<file path="config.mk">
export PLATFORM = sky130hd
export DESIGN_NAME = recency_replacement_policy
export DESIGN_NICKNAME = d
export VERILOG_FILES = /design/src/rtl/core/rrp_pkg.sv /design/src/rtl/core/recency_replacement_policy.sv
export VERILOG_INCLUDE_DIRS = /design/src /design/src/rtl/core
export SDC_FILE = /design/constraint.sdc
export NUM_CORES = 1
export LEC_CHECK = 0
export BUFFER_PORTS_ARGS = -buffer_cell sky130_fd_sc_hd__buf_4
export CAP_MARGIN = 20
export CORE_MARGIN = 1.5
export CORE_UTILIZATION = 60
export CTS_BUF_LIST = sky130_fd_sc_hd__clkbuf_8
export DETAILED_ROUTE_END_ITERATION = 8
export PLACE_DENSITY = 0.77
export SLEW_MARGIN = 0
export SYNTH_ARGS = -nofsm -noshare
export SYNTH_HDL_FRONTEND = slang
export SYNTH_SLANG_ARGS = --single-unit
</file>
<file path="constraint.sdc">
create_clock -name clock -period 6.4 [get_ports clock]
set_input_delay 0.96 -clock clock [delete_from_list [all_inputs] [get_ports clock]]
set_output_delay 0.96 -clock clock [all_outputs]
set_load 0.05 [all_outputs]
</file>
<file path="src/rtl/core/recency_replacement_policy_assert.svh">
// Assertion helpers for the replacement policy block.
`ifndef RECENCY_REPLACEMENT_POLICY_ASSERT_SVH
`define RECENCY_REPLACEMENT_POLICY_ASSERT_SVH

// Same-cycle implication, checked on every rising clock edge outside reset.
`define RRP_ASSERT_NOW(label, ante, cons) \
   label: assert property (@(posedge clock) disable iff (reset) (ante) |-> (cons)) \
      else $error("rrp assertion failed");

// Next-cycle implication.
`define RRP_ASSERT_NEXT(label, ante, cons) \
   label: assert property (@(posedge clock) disable iff (reset) (ante) |=> (cons)) \
      else $error("rrp assertion failed");

`endif

</file>
<file path="src/rtl/core/rrp_pkg.sv">
package rrp_pkg;

   typedef enum logic [1:0] {
      CMD_REF   = 2'd0,
      CMD_EVICT = 2'd1,
      CMD_CLEAR = 2'd2,
      CMD_NONE  = 2'd3
   } cmd_type;

   typedef enum logic [2:0] {
      ST_IDLE,
      ST_FIND,
      ST_UPDATE,
      ST_SCAN,
      ST_RESULT
   } state_type;

endpackage

</file>
<file path="src/rtl/core/recency_replacement_policy.sv">
// Channel   Dir  Ports               Contents
// req       in   req_tvalid/tready   tuser: cmd[1:0]; tdata: way[2:0], zero pad
// rsp       out  rsp_tvalid/tready   tdata: victim_way[2:0], next_way[5:3],
//                                           stamp_wrapped[6], zero pad
// csr       in   csr_we/csr_wdata    select_mode
//
// Reference, clear and unused requests walk the stamp memory once; evict walks it twice.
// One stamp comparator walks the one-read-port stamp memory, once to find the
// victim (evict only) and once for the next victim.
// Reset is synchronous: all stamps read as zero, counter and mode cleared.
// A finished result sits in the output register while the next request is taken;
// a stalled output holds the block in its result state.
module recency_replacement_policy #(
   parameter int WAYS       = 8,
   parameter int STAMP_BITS = 32
) (
   input  logic       clock,
   input  logic       reset,
   input  logic       req_tvalid,
   output logic       req_tready,
   input  logic [1:0] req_tuser,   // cmd[1:0]
   input  logic [7:0] req_tdata,   // way[2:0], zero pad[7:3]
   output logic       rsp_tvalid,
   input  logic       rsp_tready,
   output logic [7:0] rsp_tdata,   // victim_way[2:0], next_way[5:3], stamp_wrapped[6]
   input  logic       csr_we,
   input  logic       csr_wdata    // select_mode
);

`include "recency_replacement_policy_assert.svh"

   localparam int IW = (WAYS > 1) ? $clog2(WAYS) : 1;
   localparam int CW = $clog2(WAYS + 1);

   rrp_pkg::state_type state_ff, state_in;
   rrp_pkg::cmd_type   cmd_ff, cmd_in;
   logic [2:0]            way_ff, way_in;
   logic                  mode_ff;
   logic [STAMP_BITS-1:0] ctr_ff, ctr_in;
   logic [WAYS-1:0]       valid_ff, valid_in;
   logic [CW-1:0]         cnt_ff, cnt_in;
   logic                  rd_pend_ff, rd_pend_in;
   logic [IW-1:0]         rd_idx_ff, rd_idx_in;
   logic [STAMP_BITS-1:0] mem_q_ff;
   logic                  rd_vld_ff;
   logic [IW-1:0]         best_ff, best_in;
   logic [STAMP_BITS-1:0] best_stamp_ff, best_stamp_in;
   logic [IW-1:0]         victim_ff, victim_in;
   logic                  wrap_ff, wrap_in;
   logic                  rsp_valid_ff, rsp_valid_in;
   logic [7:0]            rsp_data_ff, rsp_data_in;

   logic [STAMP_BITS-1:0] stamp_mem [WAYS];
   logic                  mem_we;
   logic [IW-1:0]         mem_wa;
   logic [IW-1:0]         mem_ra;

   logic [IW+2:0]         way_wide;
   logic                  way_in_range;
   logic [STAMP_BITS-1:0] cand;
   logic                  better;
   logic [IW+2:0]         best_wide;
   logic [IW+2:0]         victim_wide;
   logic                  scanning;
   logic                  scan_end;
   logic                  in_update;
   logic                  upd_clear;
   logic                  upd_bad_ref;

   assign way_wide     = {{IW{1'b0}}, way_ff};
   assign way_in_range = way_wide < (IW+3)'(WAYS);
   assign best_wide    = {3'b000, best_ff};
   assign victim_wide  = {3'b000, victim_ff};
   assign scanning     = (state_ff == rrp_pkg::ST_FIND) || (state_ff == rrp_pkg::ST_SCAN);
   assign scan_end     = scanning && (cnt_ff == CW'(WAYS));
   assign in_update    = (state_ff == rrp_pkg::ST_UPDATE);
   assign upd_clear    = in_update && (cmd_ff == rrp_pkg::CMD_CLEAR);
   assign upd_bad_ref  = in_update && (cmd_ff == rrp_pkg::CMD_REF) && !way_in_range;

   // shared comparator; a never-written stamp reads as zero
   assign cand   = rd_vld_ff ? mem_q_ff : '0;
   assign better = (rd_idx_ff == '0) ||
                   (mode_ff ? (cand > best_stamp_ff) : (cand < best_stamp_ff));

   assign req_tready = (state_ff == rrp_pkg::ST_IDLE);
   assign rsp_tvalid = rsp_valid_ff;
   assign rsp_tdata  = rsp_data_ff;

   always_ff @(posedge clock) begin
      if (reset) begin
         state_ff     <= rrp_pkg::ST_IDLE;
         mode_ff      <= 1'b0;
         ctr_ff       <= '0;
         valid_ff     <= '0;
         cnt_ff       <= '0;
         rd_pend_ff   <= 1'b0;
         rsp_valid_ff <= 1'b0;
      end else begin
         state_ff     <= state_in;
         ctr_ff       <= ctr_in;
         valid_ff     <= valid_in;
         cnt_ff       <= cnt_in;
         rd_pend_ff   <= rd_pend_in;
         rsp_valid_ff <= rsp_valid_in;
         if (csr_we) begin
            mode_ff <= csr_wdata;
         end
      end
   end

   always_ff @(posedge clock) begin
      cmd_ff        <= cmd_in;
      way_ff        <= way_in;
      rd_idx_ff     <= rd_idx_in;
      best_ff       <= best_in;
      best_stamp_ff <= best_stamp_in;
      victim_ff     <= victim_in;
      wrap_ff       <= wrap_in;
      rsp_data_ff   <= rsp_data_in;
   end

   // stamp memory: one write port, one registered read port
   always_ff @(posedge clock) begin
      if (mem_we) begin
         stamp_mem[mem_wa] <= ctr_ff;
      end
      mem_q_ff  <= stamp_mem[mem_ra];
      rd_vld_ff <= valid_ff[mem_ra];
   end

   always_comb begin
      state_in      = state_ff;
      cmd_in        = cmd_ff;
      way_in        = way_ff;
      ctr_in        = ctr_ff;
      valid_in      = valid_ff;
      cnt_in        = cnt_ff;
      rd_pend_in    = 1'b0;
      rd_idx_in     = cnt_ff[IW-1:0];
      mem_ra        = cnt_ff[IW-1:0];
      best_in       = best_ff;
      best_stamp_in = best_stamp_ff;
      victim_in     = victim_ff;
      wrap_in       = wrap_ff;
      rsp_data_in   = rsp_data_ff;
      mem_we        = 1'b0;
      mem_wa        = best_ff;

      // output register drains independently of the sequencer
      rsp_valid_in = rsp_valid_ff && !rsp_tready;

      if (scanning) begin
         if (cnt_ff != CW'(WAYS)) begin
            rd_pend_in = 1'b1;
            cnt_in     = cnt_ff + CW'(1);
         end
         if (rd_pend_ff && better) begin
            best_in       = rd_idx_ff;
            best_stamp_in = cand;
         end
      end

      unique case (state_ff)
         rrp_pkg::ST_IDLE: begin
            if (req_tvalid) begin
               cmd_in   = rrp_pkg::cmd_type'(req_tuser);
               way_in   = req_tdata[2:0];
               wrap_in  = 1'b0;
               victim_in = '0;
               cnt_in   = '0;
               state_in = (rrp_pkg::cmd_type'(req_tuser) == rrp_pkg::CMD_EVICT) ?
                          rrp_pkg::ST_FIND : rrp_pkg::ST_UPDATE;
            end
         end
         rrp_pkg::ST_FIND: begin
            if (scan_end) begin
               state_in = rrp_pkg::ST_UPDATE;
            end
         end
         rrp_pkg::ST_UPDATE: begin
            cnt_in   = '0;
            state_in = rrp_pkg::ST_SCAN;
            case (cmd_ff)
               rrp_pkg::CMD_REF: begin
                  if (way_in_range) begin
                     mem_we            = 1'b1;
                     mem_wa            = way_wide[IW-1:0];
                     valid_in[mem_wa]  = 1'b1;
                     ctr_in            = ctr_ff + STAMP_BITS'(1);
                     wrap_in           = (ctr_in == '0);
                  end
               end
               rrp_pkg::CMD_EVICT: begin
                  mem_we           = 1'b1;
                  mem_wa           = best_ff;
                  valid_in[mem_wa] = 1'b1;
                  victim_in        = best_ff;
                  ctr_in           = ctr_ff + STAMP_BITS'(1);
                  wrap_in          = (ctr_in == '0);
               end
               rrp_pkg::CMD_CLEAR: begin
                  valid_in = '0;
                  ctr_in   = '0;
               end
               default: begin
               end
            endcase
         end
         rrp_pkg::ST_SCAN: begin
            if (scan_end) begin
               state_in = rrp_pkg::ST_RESULT;
            end
         end
         rrp_pkg::ST_RESULT: begin
            if (!rsp_valid_ff || rsp_tready) begin
               rsp_valid_in = 1'b1;
               rsp_data_in  = {1'b0, wrap_ff, best_wide[2:0], victim_wide[2:0]};
               state_in     = rrp_pkg::ST_IDLE;
            end
         end
         default: begin
            state_in = rrp_pkg::ST_IDLE;
         end
      endcase
   end

   // counter moves only when a stamp is written or cleared
   `RRP_ASSERT_NEXT(a_ctr_only_on_update, !in_update, $stable(ctr_ff))
   // clear empties every way and restarts the counter
   `RRP_ASSERT_NEXT(a_clear_empties, upd_clear, (valid_ff == '0) && (ctr_ff == '0))
   // an out-of-range reference leaves all stamps alone
   `RRP_ASSERT_NEXT(a_bad_way_ignored, upd_bad_ref, $stable(valid_ff) && $stable(ctr_ff))
   // a result appears only out of the result state
   `RRP_ASSERT_NOW(a_rsp_from_result, $rose(rsp_valid_ff), $past(state_ff) == rrp_pkg::ST_RESULT)
   // scan counter never runs past the way count
   `RRP_ASSERT_NOW(a_cnt_bounded, scanning, cnt_ff <= CW'(WAYS))

endmodule

</file>
# ---- Yosys cells after proc, flatten, opt, wreduce, memory -nomap -nowiden
# Memory sizes are Yosys's and may differ from the RTL's. A register that Yosys moved wholly into a read port is not among the register bits.
# Index checks and enable logic that the tools add are counted.
# W data, S select, Z words.
dict set report op_classes {
  add_sub_neg 2
  mul 0
  n_div 0
  n_lt_le_gt_ge 8
  n_eq_ne 17
  shifts 0
  muxes 40
  bitwise 3
  reduce_logical 24
}
# cell count
set ops {}
lappend ops {{$pmux W32 S3} 1}
lappend ops {{$mux W32} 2}
lappend ops {{$add A32 B1 Y32 const B} 1}
lappend ops {{$gt A32 B32 Y1} 1}
lappend ops {{$logic_not A32 Y1} 1}
lappend ops {{$lt A32 B32 Y1} 1}
lappend ops {{$mux W3} 9}
lappend ops {{$pmux W8 S3} 1}
lappend ops {{$lt A3 B4 Y1 const B} 4}
lappend ops {{$or A8 B8 Y8} 2}
lappend ops {{$pmux W3 S5} 1}
lappend ops {{$mux W1} 13}
lappend ops {{$mux W4} 3}
lappend ops {{$ne A2 B2 Y1 const B} 5}
lappend ops {{$mux W8} 1}
lappend ops {{$pmux W4 S2} 1}
lappend ops {{$reduce_and A4 Y1} 2}
lappend ops {{$demux W1 S3} 2}
lappend ops {{$eq A3 B2 Y1 const B} 2}
lappend ops {{$ge A3 B1 Y1 const B} 2}
lappend ops {{$logic_not A3 Y1} 2}
lappend ops {{$pmux W1 S2} 3}
lappend ops {{$pmux W3 S2} 1}
lappend ops {{$reduce_and A2 Y1} 3}
lappend ops {{21 further kinds} 30}
dict set report word_totals {
  ff_bits 105
  latchBits 0
  ram_bits 256
  rom_bits 0
  in_bits 16
  mem_count 1
}
# name words width read_ports rd_ports_with_merged_regs wr line
set memory_table {}
lappend memory_table {stamp_mem 8 32 1 1 1 recency_replacement_policy.sv:53} ;# logic [STAMP_BITS-1:0] stamp_mem [WAYS];

# ---- Depth between registers and ports, before layout
dict set report logic_depth {
  depth_word 7
  depth_mapped 11
}

# ---- Worst setup path after synthesis
# OpenSTA, ideal clock, no wires.
dict set report synth_timing {
  kind {register -> register}
  start {register state_ff[2]}
  end {memory stamp_mem[0][0] (enable)}
  setup_ns 0.421
  arrival_time_ns 3.127
  required_time_ns 5.979
  path_slack_ns 2.852
  stages_incl_launch_ff 9
  period_less_slack_ns 3.548
  cell_sequence {dfxtp_1 > clkbuf_1 > nor2_1 > nand2_1 > or2_2 > clkbuf_1 > nor2_1 > mux2_2 > nor2_1}
}
dict set report synth_between {
  elab_chain_len 4
  elab_cells_between_ends 5
}
# element line
set synth_lines {}
lappend synth_lines {{from (decl)} recency_replacement_policy.sv:35} ;# rrp_pkg::state_type state_ff, state_in;
lappend synth_lines {{from (signal assigned)} recency_replacement_policy.sv:91} ;# state_ff <= rrp_pkg::ST_IDLE;
lappend synth_lines {{from (signal assigned)} recency_replacement_policy.sv:99} ;# state_ff <= state_in;
lappend synth_lines {{$eq A3 B2 Y1 *} recency_replacement_policy.sv:163} ;# unique case (state_ff)
lappend synth_lines {{$mux W1} recency_replacement_policy.sv:163}
lappend synth_lines {{$mux W1} recency_replacement_policy.sv:124} ;# if (mem_we) begin
lappend synth_lines {{$mux W1 (not written as such)} recency_replacement_policy.sv:125} ;# stamp_mem[mem_wa] <= ctr_ff;
lappend synth_lines {{to (decl)} recency_replacement_policy.sv:53}
# Every way passes the cells marked *; elsewhere a longest branch is shown, timed or not.

# ---- Worst setup path in the final report
dict set report layout_timing {
  start {register rd_vld_ff}
  end {register best_stamp_ff[4] (enable)}
}
dict set report layout_between {
  elab_chain_len 6
  elab_cells_between_ends 7
}
# element line
set layout_lines {}
lappend layout_lines {{from (decl)} recency_replacement_policy.sv:45} ;# logic rd_vld_ff;
lappend layout_lines {{from (signal assigned)} recency_replacement_policy.sv:128} ;# rd_vld_ff <= valid_ff[mem_ra];
lappend layout_lines {{$mux W32 *} recency_replacement_policy.sv:81} ;# assign cand = rd_vld_ff ? mem_q_ff : '0;
lappend layout_lines {{via cand[31]} recency_replacement_policy.sv:60} ;# logic [STAMP_BITS-1:0] cand;
lappend layout_lines {{$lt A32 B32 Y1 / $gt A32 B32 Y1 (equally long branches)} recency_replacement_policy.sv:83} ;# (mode_ff ? (cand > best_stamp_ff) : (cand < best_stamp_ff));
lappend layout_lines {{$mux W1 *} recency_replacement_policy.sv:83}
lappend layout_lines {{$logic_or A1 B1 Y1 *} recency_replacement_policy.sv:82} ;# assign better = (rd_idx_ff == '0) ||
lappend layout_lines {{$logic_and A1 B1 Y1 *} recency_replacement_policy.sv:157} ;# if (rd_pend_ff && better) begin
lappend layout_lines {{$reduce_and A2 Y1 (no line) *} n/a}
lappend layout_lines {{to (signal assigned)} recency_replacement_policy.sv:116} ;# best_stamp_ff <= best_stamp_in;
lappend layout_lines {{to (decl)} recency_replacement_policy.sv:47} ;# logic [STAMP_BITS-1:0] best_stamp_ff, best_stamp_in;
# The timed path passes the listed nets; every way through them passes the cells marked *.
# A chain may end at the register's enable or synchronous reset.

==> results.yml <==
run_status:
  status: "complete, no violations"
worst_setup_path:
  critPathMaxFanout: 32
  r2r_slack_ns: 2.69
  crit_family: "simple AND/OR/NAND/NOR gates"
  startpoint_type: "flop"
  crit_required_ns: 6.63
  crit_path_cell_trace: "and2_1 > ha_1 > and4_1 > nand4_1 > nor3_1 > o311a_1 > a21oi_1 > mux2i_1 > nand2_1 > buf_4"
  crit_type: "flop to flop"
  crit_start: "rd_vld_ff"
  max_stage_delay_ns: 0.90
  path_buf_inv: 1
  reg2reg_from: "rd_vld_ff"
  cpMaxStageDelayCell: "dfxtp_1"
  cp.arrival_ns: 3.94
  crit_path_end_kind: "flop"
detailed_routing:
  via_per_inst: 6.12
  drt_iter0_markers: 778
  final_antenna_net_count: 0
  drc: 0
  drt_pass1_iterations: 6
  via_count: 8897
  wirelength_mm: 31.2
  wire_per_inst_um: 21.5
sta:
  max-slew-margin-rel_pct: 31.7
  period_share_pct: 57.9
  finalSetupViolations: 0
  hold_violations: 0
  fin_crit_ns: 3.71
  rsz0062_at_grt: "false"
  worst_pin_slew_ns: 1.02
  worst_slack_ns: 2.69
  setup_tns_ns: 0
  fin_worst_skew_ns: 0.0157
  maxSlewViolCount: 0
  fmax_ghz: 0.270
floorplan:
  rows: 59
  core_area_sq_mm: 0.0261
  die_w_um: 166
  die-area_sq_mm: 0.0276
  die_h_um: 166
  initial_core_util_pct: 61.2
  num_io_pins: 26
yosys:
  netlist_area_sq_mm: 0.0160
  synth.most_common_cell: "edfxtp_1"
  synth-compound-area-share_pct: 5.56
  synth_cell_types: 62
  synth.avg_cell_area_sq_um: 15.6
  synthFlopType: "edfxtp_1"
  syn-num-nets: 1076
  yosysTopAreaCell: "edfxtp_1"
  synth_top_family_by_area: "multiplexers"
  ys_top_cells_by_count: "edfxtp_1 (307), dfxtp_1 (86), nor2_1 (69), mux4_2 (66), a21oi_1 (45)"
  synthAdderAreaFrac_pct: 2.75
  synth_mux_area_share_pct: 11.9
  synthSimpleGateAreaFrac_pct: 7.95
  ys_ff_latch: 393
  yosys-top-cells-area: "edfxtp_1 (58%), dfxtp_1 (11%), mux4_2 (9.3%), ha_1 (2.7%), mux2_2 (2.4%)"
  synth_xor_area_share_pct: 0.769
  async_flop_share_pct: 0
  synthCells: 1025
  synth_top_cell_area_share_pct: 57.8
  synth-warning-count: 0
  synth-seq-area-share_pct: 68.6
  synth_edf_count: 307
flow_run:
  cap_violations: 0
global_routing:
  grt_max_degree: 71
  antenna_found_initial: 1
  groute.usage.overall_pct: 23.2
  grt_overflow: 0
  first_global_vias: 8993
  grt_pass1_wl_mm: 49.2
power:
  power_mw: 5.81
  power.density_mw_per_mm2: 329
  leakagePower_nw: 6.16
  irDropWorstVdd_v: 0.000226
clocking:
  cts_resized: 0
  cts_hold_buf: 0
  cts.clk_slew.worst_paths_ns: 0.06
  clk_path_buf_depth: 3
  cts_tree: "done"
  insertion_delay_ns: 0.58
  cts_root_buf: "clkbuf_8"
  cts_sinks: 393
  htree_levels: 2
  cts_setup_buffers: 0
  cts_made_buffers: 60
placement:
  dp_hpwl_mm: 18.6
  gp_congestion: 0.837
  io_buffers: 19
  post-place-ws_ns: 2.64
final_layout:
  nFillCells: 1717
  multi_input_area_sq_mm: 0.00469
  diodes: 0
  synthToLayoutAreaGrowth_pct: 10.7
  seq_area_sq_mm: 0.0109
  final_util_pct: 67.7
  layout-drive-gt1-share_pct: 22.5
  layout.nets: 1121
min_path:
  hp-class: "flop to flop"
  hp-start: "rd_idx_ff[0]"
-- cells by family (layout without fill, tap and decap cells) --
kind of cell,Yosys count,in the layout
compound gates,142,142
xor+xnor,14,14
fa+ha+maj,35,35
buf+inv,96,190
flops,393,393
mux,103,103
other cells,1,1
simple gates,241,241
-- placed cells by master, fill, tap and decap left out, types with 3 or more instances in the layout --
master and instances:
nor4_1 7, o22ai_1 6, clkbuf_8 71, nor3_1 15
o21ai_0 30, nor4_2 3, clkinv_1 4, nor2_4 8
a31oi_1 12, xnor2_1 10, nand4b_1 5, inv_1 64
mux2_2 34, dfxtp_1 83, nand3_1 15, nor2_1 60
a311oi_1 9, a21oi_1 44, and3_1 6, buf_4 36
clkinv_2 14, or3_1 4, nor2b_1 4, mux2i_1 3
a21o_1 8, ha_1 35, nand2_1 43, edfxtp_1 307
a22oi_1 9, nand4_1 12, and2_1 32, xor2_1 4
nand2b_1 7, a211oi_1 8, mux4_2 66
-- worst paths after layout --
check | endpoint | depth (start not counted)
worst max-delay path | best_stamp_ff[4] | 10
worst min-delay path | best_ff[0] | 0
worst max register to register | best_stamp_ff[4] | 10
worst min register to register | best_ff[0] | 0
-- metal layers --
layer | vias up | share of wire [%] | wire, um | track usage [%]
met2 | 297 | 49 | 15100 | 37.8
met3 | 58 | 6.2 | 1940 | 3.53
met1 | 4488 | 43 | 13400 | 32.5
li1 | 4054 | - | - | -
met5 | - | 0 | 0 | 0
met4 | 0 | 2.3 | 732 | 7.40
-- per-stage QoR --
stage	hold WS [ns]	instances	instance area, sq um
final	0.437	1454	17700
after global routing	0.449	1454	17700
after CTS	0.438	1454	17700
after detailed placement	0.420	1343	16500
after global placement	0.401	1343	16500
after floorplan	0.329	1025	16000
-- power breakdown --
part / internal (mW) / total [mW] / switching (mW)
sequential: 2.93 / 3.08 / 0.149
combinational: 0.312 / 0.775 / 0.463
clock: 1.05 / 1.96 / 0.915
total: 4.29 / 5.81 / 1.53
-- state kept, by name, summed over array words and instances (netlist names), 4 cells and up --
name           count
best_stamp_ff     32
cnt_ff             4
ctr_ff            32
mem_q_ff          32
rsp_tdata          7
stamp_mem        256
valid_ff           8
-- cell type report --
class / count / share of cell area [%]
sequential: 393 / 62.0
multi-input combinational: 536 / 26.5
clock buffer: 71 / 5.54
tap: 335 / 2.37
timing repair buffer: 36 / 1.53
clock inverter: 40 / 1.10
inverter: 43 / 0.914
Note: power is estimated with default switching activity, not from simulation.
